$ cat config.mk
export PLATFORM = sky130hd
export DESIGN_NAME = newton_cube_root_flat
export DESIGN_NICKNAME = d
export VERILOG_FILES = /design/src/ncr_pkg.sv /design/src/ncr_if.sv /design/src/ncr_ctrl.sv /design/src/ncr_datapath.sv /design/src/newton_cube_root.sv /design/src/flat_wrapper.sv
export VERILOG_INCLUDE_DIRS = /design/src /design/src/src
export SDC_FILE = /design/constraint.sdc
export NUM_CORES = 2
export LEC_CHECK = 0
export ABC_AREA = 1
export CAP_MARGIN = 10
export CORE_MARGIN = 1.5
export CORE_UTILIZATION = 50
export DETAILED_ROUTE_END_ITERATION = 8
export DONT_BUFFER_PORTS = 1
export GPL_TIMING_DRIVEN = 0
export SKIP_CTS_REPAIR_TIMING = 1
export SYNTH_ARGS = -nofsm -noshare
export SYNTH_HDL_FRONTEND = slang
export SYNTH_SLANG_ARGS = --single-unit
$ cat constraint.sdc
create_clock -name clk -period 15.4 [get_ports clk]
set_clock_uncertainty 0.1 [all_clocks]
set_input_delay 0.77 -clock clk [delete_from_list [all_inputs] [get_ports clk]]
set_output_delay 0.77 -clock clk [all_outputs]
set_load 0.02 [all_outputs]
$ cat src/newton_cube_root_macros.svh
// ---------------------------------------------------------------------------
// newton_cube_root_macros.svh
// assertion macros for the cube root block, compiled out with NO_ASSERTIONS
// ---------------------------------------------------------------------------
`ifndef NEWTON_CUBE_ROOT_MACROS_SVH
`define NEWTON_CUBE_ROOT_MACROS_SVH

`ifndef NO_ASSERTIONS
// same-cycle implication, disabled in reset
`define NCR_ASSERT_IMPL(label, clk, rst_n, ante, cons) \
	label: assert property (@(posedge clk) disable iff (!rst_n) (ante) |-> (cons)) \
		else $error("assertion failed");
// next-cycle implication, disabled in reset
`define NCR_ASSERT_NEXT(label, clk, rst_n, ante, cons) \
	label: assert property (@(posedge clk) disable iff (!rst_n) (ante) |=> (cons)) \
		else $error("assertion failed");
`else
`define NCR_ASSERT_IMPL(label, clk, rst_n, ante, cons)
`define NCR_ASSERT_NEXT(label, clk, rst_n, ante, cons)
`endif

`endif

$ cat src/ncr_pkg.sv
// ---------------------------------------------------------------------------
// ncr_pkg
// widths, constants and controller/datapath types for the cube root block
// ---------------------------------------------------------------------------
`default_nettype none

package ncr_pkg;

	// number formats
	localparam int WORD_W  = 32;          // operand word, Q16.16
	localparam int FRAC_W  = 16;
	localparam int GUESS_W = 32;          // guess is kept in 1 .. 2^32-1
	localparam int PROD_W  = 2 * GUESS_W; // Q32.32 square, Q48.16 quotient
	localparam int ROOT_W  = 23;
	localparam int ITER_W  = 6;
	localparam int TOL_W   = 5;

	// configuration port
	localparam int CFG_IDX_W  = 1;
	localparam int CFG_DATA_W = 6;
	localparam logic [CFG_IDX_W-1:0] REG_TOL_SHIFT = 1'd0;
	localparam logic [CFG_IDX_W-1:0] REG_MAX_ITER  = 1'd1;
	localparam logic [TOL_W-1:0]     TOL_RESET      = 5'd14;
	localparam logic [ITER_W-1:0]    MAX_ITER_RESET = 6'd40;

	// sequencing of the two dividers
	localparam int DIV_CNT_W = $clog2(PROD_W);
	localparam logic [DIV_CNT_W-1:0] DIV_LAST = DIV_CNT_W'(PROD_W - 1);
	localparam int D3_BITS   = 8;                   // quotient bits per cycle, divide by 3
	localparam int D3_PASSES = PROD_W / D3_BITS;
	localparam int D3_CNT_W  = $clog2(D3_PASSES);
	localparam logic [D3_CNT_W-1:0] D3_LAST = D3_CNT_W'(D3_PASSES - 1);

	// arithmetic constants
	localparam int GUESS_SHIFT = 3;                 // first guess scales by 8
	localparam logic [2:0] THIRD_DIV = 3'd3;
	localparam logic [WORD_W-1:0]  ONE_RAW    = WORD_W'(64'd1 << FRAC_W);
	localparam logic [PROD_W-1:0]  Q_CAP      = PROD_W'(64'd1 << 62);
	localparam logic [GUESS_W-1:0] ROOT_LIMIT = GUESS_W'(64'd34 << FRAC_W);

	// controller to datapath
	typedef struct packed {
		logic              load_in;
		logic              mul;
		logic              div_step;
		logic              diff;
		logic              d3_step;
		logic              update;
		logic              load_out;
		logic [ITER_W-1:0] count;
		logic              cap;
	} ncr_cmd_t;

	// datapath to controller
	typedef struct packed {
		logic zero;
		logic converged;
	} ncr_status_t;

endpackage

`default_nettype wire

$ cat src/ncr_if.sv
// ---------------------------------------------------------------------------
// ncr_if
// valid/ready channels of the cube root block: operand, result, config
// ---------------------------------------------------------------------------
`default_nettype none

interface ncr_in_if import ncr_pkg::*; ();
	logic                     valid;
	logic                     ready;
	logic signed [WORD_W-1:0] value;

	modport source (output valid, output value, input ready);
	modport sink (input valid, input value, output ready);
endinterface

interface ncr_out_if import ncr_pkg::*; ();
	logic                     valid;
	logic                     ready;
	logic signed [ROOT_W-1:0] root;
	logic [ITER_W-1:0]        iterations;
	logic                     cap_hit;

	modport source (output valid, output root, output iterations, output cap_hit,
		input ready);
	modport sink (input valid, input root, input iterations, input cap_hit,
		output ready);
endinterface

interface ncr_cfg_if import ncr_pkg::*; ();
	logic                  valid;
	logic                  ready;
	logic [CFG_IDX_W-1:0]  index;
	logic [CFG_DATA_W-1:0] data;

	modport source (output valid, output index, output data, input ready);
	modport sink (input valid, input index, input data, output ready);
endinterface

`default_nettype wire

$ cat src/ncr_ctrl.sv
// ---------------------------------------------------------------------------
// ncr_ctrl
// sequencer: square, long division, divide by 3, update, stop test
// ---------------------------------------------------------------------------
`default_nettype none

module ncr_ctrl import ncr_pkg::*; (
	input  logic              clk,
	input  logic              arst_n,
	input  logic              in_valid,
	output logic              in_ready,
	output logic              out_valid,
	input  logic              out_ready,
	input  logic [ITER_W-1:0] max_iterations,
	input  ncr_status_t       status,
	output ncr_cmd_t          cmd
);

	typedef enum logic [2:0] {
		S_IDLE,
		S_MUL,
		S_DIV,
		S_DIFF,
		S_DIV3,
		S_UPDATE,
		S_FINISH
	} state_t;

	state_t               state_q;
	logic                 out_valid_q;
	logic [ITER_W-1:0]    count_q;
	logic                 cap_q;
	logic [DIV_CNT_W-1:0] div_cnt_q;
	logic [D3_CNT_W-1:0]  d3_cnt_q;
	logic [ITER_W-1:0]    count_n;

	assign count_n   = count_q + ITER_W'(1);
	assign in_ready  = (state_q == S_IDLE);
	assign out_valid = out_valid_q;

	always_comb begin
		cmd          = '0;
		cmd.load_in  = (state_q == S_IDLE) && in_valid;
		cmd.mul      = (state_q == S_MUL) && !status.zero;
		cmd.div_step = (state_q == S_DIV);
		cmd.diff     = (state_q == S_DIFF);
		cmd.d3_step  = (state_q == S_DIV3);
		cmd.update   = (state_q == S_UPDATE);
		cmd.load_out = (state_q == S_FINISH) && (!out_valid_q || out_ready);
		cmd.count    = count_q;
		cmd.cap      = cap_q;
	end

	always_ff @(posedge clk or negedge arst_n) begin
		if (!arst_n) begin
			state_q     <= S_IDLE;
			out_valid_q <= 1'b0;
			count_q     <= '0;
			cap_q       <= 1'b0;
			div_cnt_q   <= '0;
			d3_cnt_q    <= '0;
		end else begin
			// result register: filled on finish, emptied when taken
			if (cmd.load_out) begin
				out_valid_q <= 1'b1;
			end else if (out_ready) begin
				out_valid_q <= 1'b0;
			end

			unique case (state_q)
				S_IDLE: begin
					if (in_valid) begin
						count_q <= '0;
						cap_q   <= 1'b0;
						state_q <= S_MUL;
					end
				end
				S_MUL: begin
					div_cnt_q <= '0;
					state_q   <= status.zero ? S_FINISH : S_DIV;
				end
				S_DIV: begin
					div_cnt_q <= div_cnt_q + DIV_CNT_W'(1);
					if (div_cnt_q == DIV_LAST) begin
						state_q <= S_DIFF;
					end
				end
				S_DIFF: begin
					d3_cnt_q <= '0;
					state_q  <= S_DIV3;
				end
				S_DIV3: begin
					d3_cnt_q <= d3_cnt_q + D3_CNT_W'(1);
					if (d3_cnt_q == D3_LAST) begin
						state_q <= S_UPDATE;
					end
				end
				S_UPDATE: begin
					count_q <= count_n;
					if (status.converged) begin
						state_q <= S_FINISH;
					end else if (count_n >= max_iterations) begin
						cap_q   <= 1'b1;
						state_q <= S_FINISH;
					end else begin
						state_q <= S_MUL;
					end
				end
				S_FINISH: begin
					if (!out_valid_q || out_ready) begin
						state_q <= S_IDLE;
					end
				end
				default: begin
					state_q <= S_IDLE;
				end
			endcase
		end
	end

endmodule

`default_nettype wire

$ cat src/ncr_datapath.sv
// ---------------------------------------------------------------------------
// ncr_datapath
// guess register, squarer, radix-2 divider, divide by 3, result register
// ---------------------------------------------------------------------------
`default_nettype none

module ncr_datapath import ncr_pkg::*; (
	input  logic                     clk,
	input  logic signed [WORD_W-1:0] value,
	input  logic [TOL_W-1:0]         tolerance_shift,
	input  ncr_cmd_t                 cmd,
	output ncr_status_t              status,
	output logic signed [ROOT_W-1:0] root,
	output logic [ITER_W-1:0]        iterations,
	output logic                     cap_hit
);

	// clamp a signed wide value to 1 .. 2^GUESS_W-1
	function automatic logic [GUESS_W-1:0] clamp_guess(input logic [PROD_W:0] v);
		logic [GUESS_W-1:0] r;
		if (v[PROD_W] || (v == '0)) begin
			r = GUESS_W'(1);
		end else if (|v[PROD_W-1:GUESS_W]) begin
			r = '1;
		end else begin
			r = v[GUESS_W-1:0];
		end
		return r;
	endfunction

	logic                 neg_q;
	logic                 zero_q;
	logic [WORD_W-1:0]    mag_q;
	logic [GUESS_W-1:0]   g_q;
	logic [PROD_W-1:0]    sq_q;
	logic [PROD_W-1:0]    rem_q;
	logic [PROD_W-1:0]    num_q;
	logic                 dneg_q;
	logic [PROD_W-1:0]    dm_q;
	logic [1:0]           r3_q;
	logic signed [ROOT_W-1:0] root_q;
	logic [ITER_W-1:0]    iter_q;
	logic                 cap_q;

	logic [WORD_W-1:0]    in_mag;
	logic [PROD_W:0]      init_ext;
	logic [GUESS_W-1:0]   init_guess;
	logic [PROD_W-1:0]    sq_c;
	logic [PROD_W-1:0]    numer;
	logic [PROD_W:0]      div_trial;
	logic [PROD_W:0]      div_sub;
	logic [PROD_W-1:0]    q_sat;
	logic [PROD_W-1:0]    g_ext;
	logic [PROD_W:0]      diff_w;
	logic [PROD_W-1:0]    diff_abs;
	logic [PROD_W-1:0]    d3_dm;
	logic [1:0]           d3_r;
	logic [2:0]           d3_t;
	logic                 d3_ge;
	logic [PROD_W:0]      upd_w;
	logic [GUESS_W-1:0]   g_new;
	logic [GUESS_W-1:0]   g_tol;
	logic [GUESS_W-1:0]   root_mag;
	logic [GUESS_W-1:0]   root_sgn;

	// magnitude; the most negative word maps to 2^(WORD_W-1) unsigned
	assign in_mag   = value[WORD_W-1] ? (~value + WORD_W'(1)) : value;
	assign init_ext = (PROD_W + 1)'(in_mag);
	assign init_guess = clamp_guess((in_mag > ONE_RAW) ? (init_ext >> GUESS_SHIFT)
		: (init_ext << GUESS_SHIFT));

	assign sq_c  = g_q * g_q;
	assign numer = {mag_q, {(2 * FRAC_W){1'b0}}};

	// one restoring division step: quotient bits shift into num_q
	assign div_trial = {rem_q, num_q[PROD_W-1]};
	assign div_sub   = div_trial - {1'b0, sq_q};

	// g - q as sign and magnitude
	assign q_sat    = (num_q > Q_CAP) ? Q_CAP : num_q;
	assign g_ext    = PROD_W'(g_q);
	assign diff_w   = {1'b0, g_ext} - {1'b0, q_sat};
	assign diff_abs = diff_w[PROD_W] ? (q_sat - g_ext) : diff_w[PROD_W-1:0];

	// divide by 3, several quotient bits per cycle
	always_comb begin
		d3_dm = dm_q;
		d3_r  = r3_q;
		d3_t  = '0;
		d3_ge = 1'b0;
		for (int i = 0; i < D3_BITS; i++) begin
			d3_t  = {d3_r, d3_dm[PROD_W-1]};
			d3_ge = (d3_t >= THIRD_DIV);
			d3_r  = d3_ge ? 2'(d3_t - THIRD_DIV) : d3_t[1:0];
			d3_dm = {d3_dm[PROD_W-2:0], d3_ge};
		end
	end

	// g - delta, delta carried as sign dneg_q and magnitude dm_q
	assign upd_w = dneg_q ? ({1'b0, g_ext} + {1'b0, dm_q}) : ({1'b0, g_ext} - {1'b0, dm_q});
	assign g_new = clamp_guess(upd_w);
	assign g_tol = g_new >> tolerance_shift;

	assign status.zero      = zero_q;
	assign status.converged = (dm_q == '0) || (PROD_W'(g_tol) > dm_q);

	assign root_mag = (g_q > ROOT_LIMIT) ? ROOT_LIMIT : g_q;
	assign root_sgn = neg_q ? (~root_mag + GUESS_W'(1)) : root_mag;

	always_ff @(posedge clk) begin
		if (cmd.load_in) begin
			neg_q  <= value[WORD_W-1];
			zero_q <= (value == '0);
			mag_q  <= in_mag;
			g_q    <= init_guess;
		end
		if (cmd.mul) begin
			sq_q  <= sq_c;
			rem_q <= '0;
			num_q <= numer;
		end
		if (cmd.div_step) begin
			rem_q <= div_sub[PROD_W] ? div_trial[PROD_W-1:0] : div_sub[PROD_W-1:0];
			num_q <= {num_q[PROD_W-2:0], !div_sub[PROD_W]};
		end
		if (cmd.diff) begin
			dneg_q <= diff_w[PROD_W];
			dm_q   <= diff_abs;
			r3_q   <= '0;
		end
		if (cmd.d3_step) begin
			dm_q <= d3_dm;
			r3_q <= d3_r;
		end
		if (cmd.update) begin
			g_q <= g_new;
		end
		if (cmd.load_out) begin
			root_q <= zero_q ? '0 : root_sgn[ROOT_W-1:0];
			iter_q <= cmd.count;
			cap_q  <= cmd.cap;
		end
	end

	assign root       = root_q;
	assign iterations = iter_q;
	assign cap_hit    = cap_q;

endmodule

`default_nettype wire

$ cat src/newton_cube_root.sv
// ---------------------------------------------------------------------------
// newton_cube_root
// signed Q16.16 cube root by Newton iteration, with iteration cap flag
// ---------------------------------------------------------------------------
//
//  channel   role  payload                         request moves
//  operand   sink  value (32b signed Q16.16)       one operand
//  result    src   root (23b), iterations, cap_hit one result
//  cfg       sink  index (1b), data (6b)           one register write
//
//  one operand at a time; each Newton step runs the 32x32 squarer, the
//  radix-2 long division, g - q, the divide by 3 and then the update and
//  stop test, in that order; a zero operand skips the Newton steps
//  a finished result waits in the output register while the next operand
//  is taken in; the block stalls only when a second result is ready
//  arst_n clears the sequencer and loads the register defaults
//  (tolerance_shift 14, max_iterations 40)
//
`default_nettype none

`include "newton_cube_root_macros.svh"

module newton_cube_root import ncr_pkg::*; (
	input  logic       clk,
	input  logic       arst_n,
	ncr_cfg_if.sink    cfg,
	ncr_in_if.sink     operand,
	ncr_out_if.source  result
);

	// configuration registers
	logic [TOL_W-1:0]  tol_q;
	logic [ITER_W-1:0] max_it_q;

	// controller / datapath link
	ncr_cmd_t    cmd;
	ncr_status_t status;

	// the config port never stalls
	assign cfg.ready = 1'b1;

	always_ff @(posedge clk or negedge arst_n) begin
		if (!arst_n) begin
			tol_q    <= TOL_RESET;
			max_it_q <= MAX_ITER_RESET;
		end else if (cfg.valid) begin
			unique case (cfg.index)
				REG_TOL_SHIFT: tol_q    <= cfg.data[TOL_W-1:0];
				REG_MAX_ITER:  max_it_q <= cfg.data[ITER_W-1:0];
				default: ;
			endcase
		end
	end

	// sequencer: owns the operand and result handshakes, step count and cap flag
	ncr_ctrl u_ctrl (
		.clk            (clk),
		.arst_n         (arst_n),
		.in_valid       (operand.valid),
		.in_ready       (operand.ready),
		.out_valid      (result.valid),
		.out_ready      (result.ready),
		.max_iterations (max_it_q),
		.status         (status),
		.cmd            (cmd)
	);

	// arithmetic and the result register
	ncr_datapath u_datapath (
		.clk             (clk),
		.value           (operand.value),
		.tolerance_shift (tol_q),
		.cmd             (cmd),
		.status          (status),
		.root            (result.root),
		.iterations      (result.iterations),
		.cap_hit         (result.cap_hit)
	);

	// block is busy right after it takes an operand
	`NCR_ASSERT_NEXT(a_busy_after_accept, clk, arst_n, operand.valid && operand.ready, !operand.ready)

	// a capped result stopped exactly at the limit (a limit of zero acts as one)
	`NCR_ASSERT_IMPL(a_cap_at_limit, clk, arst_n, result.valid && result.cap_hit, (result.iterations == max_it_q) || ((max_it_q == '0) && (result.iterations == ITER_W'(1))))

	// no steps only for a zero operand
	`NCR_ASSERT_IMPL(a_zero_path, clk, arst_n, result.valid && (result.iterations == '0), (result.root == '0) && !result.cap_hit)

endmodule

`default_nettype wire
$ cat src/flat_wrapper.sv
// flat-port wrapper written by rule: the top's interface ports become plain ports
module newton_cube_root_flat import ncr_pkg::*;
  (clk, arst_n, cfg_valid, cfg_index, cfg_data, cfg_ready, operand_valid, operand_value, operand_ready, result_valid, result_root, result_iterations, result_cap_hit, result_ready);
  ncr_cfg_if cfg_i ();
  ncr_in_if operand_i ();
  ncr_out_if result_i ();
  input  logic clk;
  input  logic arst_n;
  input wire logic [$bits(cfg_i.valid)-1:0] cfg_valid;
  input wire logic [$bits(cfg_i.index)-1:0] cfg_index;
  input wire logic [$bits(cfg_i.data)-1:0] cfg_data;
  output wire logic [$bits(cfg_i.ready)-1:0] cfg_ready;
  input wire logic [$bits(operand_i.valid)-1:0] operand_valid;
  input wire logic [$bits(operand_i.value)-1:0] operand_value;
  output wire logic [$bits(operand_i.ready)-1:0] operand_ready;
  output wire logic [$bits(result_i.valid)-1:0] result_valid;
  output wire logic [$bits(result_i.root)-1:0] result_root;
  output wire logic [$bits(result_i.iterations)-1:0] result_iterations;
  output wire logic [$bits(result_i.cap_hit)-1:0] result_cap_hit;
  input wire logic [$bits(result_i.ready)-1:0] result_ready;
  assign cfg_i.valid = cfg_valid;
  assign cfg_i.index = cfg_index;
  assign cfg_i.data = cfg_data;
  assign cfg_ready = cfg_i.ready;
  assign operand_i.valid = operand_valid;
  assign operand_i.value = operand_value;
  assign operand_ready = operand_i.ready;
  assign result_valid = result_i.valid;
  assign result_root = result_i.root;
  assign result_iterations = result_i.iterations;
  assign result_cap_hit = result_i.cap_hit;
  assign result_i.ready = result_ready;
  newton_cube_root u_core (.clk(clk), .arst_n(arst_n), .cfg(cfg_i), .operand(operand_i), .result(result_i));
endmodule
==> results.cfg <==
[worst_setup_path]
crit_path_max_incr_delay_ps = 900
worst_path_max_delay_cell = clkbuf_1
r2r_cells = 33
cpMostUsedCell = fa_1
timing.rr.start = u_core.u_datapath.g_q[5]
critPathKind = reg -> reg
required_ps = 15720
r2r-end = u_core.u_datapath.sq_q[60]
reg2reg_setup_slack_ps = 4470
critical_path.startpoint_type = register
cp_max_fo = 10
crit_arrival_ps = 11250
endpoint_kind = register

[die]
die_width_um = 360.3
rows = 130
start_util_pct = 50.58
die_y_um = 360.3
fp.dieArea_sq_um = 129800
ios = 77
coreArea_sq_um = 126200

[place]
dp_cells = 10150
numPortBuffers = 0
placed_area_sq_um = 66170
place_hpwl_um = 206200
gp_congestion = 1.077
pre_cts_slack_ps = 4876

[pwr]
power_density_nw_per_um2 = 36.73
pwr-share-seq_pct = 45.7
p_sw_share_pct = 25.97
p_sw_mw = 0.6463
ir_drop_v = 0.00007745
p_int_mw = 1.843
p_leak_nw = 35.51
power_frac_clock_pct = 45.9
combPwrFrac_pct = 8.4
power_mw = 2.489

[cells_and_area]
synthToLayoutAreaGrowth_pct = 6.150
n_fill_cell = 12550
drive_gt1_share_pct = 2.388
layout_commonest_cell = inv_1
final_area_sq_um = 67770
final_cell_mix = inv_1 (1992), nand2_1 (1744), fa_1 (810)
final_cells = 10240
post-route-util_pct = 53.69
final_nets = 9893

[routing]
avgViaCountPerCell = 5.659
vias = 57960
drc = 0
drtAntennaViolNets = 0
wire_per_inst_um = 23.96
drtIter0Drc = 7241
wirelength_um = 245400
drt_pass1_iterations = 7

[logic_synthesis]
synthArstFlopShare_pct = 8.052
synth_compound_area_share_pct = 9.092
synth_fa_ha_area_share_pct = 35.00
synth_cells = 8487
synth_nets = 9831
synth_top_flop_cell = edfxtp_1
synth_edf_count = 354
synth_top_family_by_area = adder cells
yosysWarnings = 0
synth.area.mux_share_pct = 0.07840
synth_cell_types = 68
ys_ff_latch = 385
avgSynthCellArea_sq_um = 7.522
synth-simple-area-share_pct = 20.61
synthesis.area_sq_um = 63840
synth_xor_area_share_pct = 3.924
ys_seq_area_share_pct = 17.88

[clocking]
tritoncts = built
clock_latency_ps = 690
cts_buffers = 47
cts_buffer_depth = 3
clkSinkCount = 385
path_clk_slew_ps = 60
h-tree-depth = 2
clockRootBuffer = clkbuf_16

[sta]
finalSetupViolations = 0
rsz0062_at_grt = false
maxSlewHeadroom_pct = 4.960
fmax_ghz = 0.09148
finalCritPeriodShare_pct = 70.98
timing.final.crit_period_ps = 10930
setup_tns_ps = 0
hold_viol_final = 0
slew_viol_final = 0
hold_ws_ps = 132.2
worst_slack_ps = 4468
max_slew.worst_pin.slew_ps = 1426

[grt]
grt_usage_pct = 37.80
antenna_found_initial = 11
overflow = 0
first_global_vias = 56720
grt_max_degree = 43
grt_pass1_wl_um = 363600

[hold_path]
worstHoldEndpoint = u_core.max_it_q[5]
hold_class = in -> reg
min_path_cells = 2
worstHoldStart = cfg_data[5]

[job]
drv_cap = 0

[outcome]
outcome = completed
-- layout make-up --
class                           instances  area (sq um)  area share, %
Tap cell                             1650          2064          3.046
Clock buffer                           57          1235          1.822
Timing Repair Buffer                   13         234.0         0.3453
Clock inverter                         29         315.3         0.4653
Buffer                                255          1008          1.488
Antenna cell                            5         12.51        0.01846
Inverter                             2012          7552          11.14
Multi-Input combinational cell       5835         43930          64.83
Sequential cell                       385         11410          16.84
-- per-layer routing --
layer  global-route usage [%]  wire (um)
met3                    10.59      32480
met4                    9.995       7408
met1                    57.90     110400
met2                    51.52      95150
met5                        0         13
-- cells by family (layout without fill, tap and decap cells) --
family                     Yosys count  count (layout)
AOI/OAI and AO/OA                 1075            1075
xor gates and xnor gates           286             286
adders and majority gates         1300            1300
buffers and inverters             2267            2366
DFF                                385             385
muxes                                5               5
other                                1               6
and+or+nand+nor                   3168            3168
-- synth_stat cells, types with 6 or more instances --
cell | n | area, sq um
nor2_4 | 7 | 78.83
nand3b_1 | 24 | 180.2
inv_1 | 1992 | 7477
dfrtp_1 | 26 | 650.6
nand3_1 | 447 | 2237
a31oi_1 | 46 | 287.8
nor3_1 | 71 | 355.3
o21a_1 | 25 | 187.7
ha_1 | 490 | 6131
a21o_1 | 8 | 60.06
nor2_2 | 15 | 93.84
or2_2 | 21 | 131.4
o21ai_0 | 411 | 2057
fa_1 | 810 | 16220
o211ai_1 | 16 | 120.1
nor4_1 | 33 | 206.5
xnor2_1 | 110 | 963.4
o221ai_1 | 7 | 61.31
buf_1 | 30 | 112.6
buf_2 | 14 | 70.07
clkinv_1 | 6 | 22.52
nand2_1 | 1745 | 6550
nand4_1 | 70 | 437.9
clkbuf_1 | 205 | 769.5
a21oi_1 | 479 | 2397
a21boi_0 | 11 | 82.58
o21bai_1 | 15 | 112.6
a211oi_1 | 9 | 67.56
xor2_1 | 176 | 1541
edfxtp_1 | 354 | 10630
nor2_1 | 699 | 2624
inv_2 | 14 | 52.55
nand2_2 | 22 | 137.6
o21ai_1 | 11 | 55.05
o2111ai_1 | 6 | 52.55
-- power by group through the flow --
stage	Combinational, mW	Clock (mW)	Sequential [mW]
after floorplan	0.137	0	1.16
after global placement	0.197	0	1.16
after detailed placement	0.199	0	1.16
after CTS	0.200	1.16	1.14
after global routing	0.229	1.20	1.14
final	0.210	1.14	1.14
-- flip-flops by register name, indices dropped and copies added, names as in the netlist, 2 cells and up --
signal                        cells
u_core.u_datapath.dm_q           64
u_core.u_datapath.num_q          64
u_core.u_datapath.rem_q          64
u_core.u_datapath.sq_q           63
u_core.u_datapath.g_q            32
u_core.u_datapath.mag_q          32
u_core.u_datapath.root           23
u_core.max_it_q                   6
u_core.u_ctrl.count_q             6
u_core.u_ctrl.div_cnt_q           6
u_core.u_datapath.iterations      6
u_core.tol_q                      5
u_core.u_ctrl.d3_cnt_q            3
u_core.u_ctrl.state_q             3
u_core.u_datapath.r3_q            2
-- worst max path at each step --
stage,to,slack (ps),start
5_1_grt,u_core.u_datapath.sq_q[56],4250,u_core.u_datapath.g_q[5]
3_5_place_dp,u_core.u_datapath.sq_q[60],4880,u_core.u_datapath.g_q[5]
4_1_cts,u_core.u_datapath.sq_q[60],4800,u_core.u_datapath.g_q[5]
6_report,u_core.u_datapath.sq_q[60],4470,u_core.u_datapath.g_q[5]
3_3_place_gp,u_core.u_datapath.rem_q[25],-640,u_core.u_ctrl.state_q[2]
2_1_floorplan,u_core.u_datapath.num_q[0],4720,u_core.u_ctrl.state_q[2]
-- critical path, delay by kind of cell, from the launching register on --
kind / cells / cell delay (ps)
and+or+nand+nor: 5 / 670
adders and majority gates: 9 / 4120
AOI/OAI and AO/OA: 10 / 2210
DFF: 1 / 520
xor gates and xnor gates: 1 / 320
buffers and inverters: 8 / 2700
Note: power is estimated with default switching activity, not from simulation.
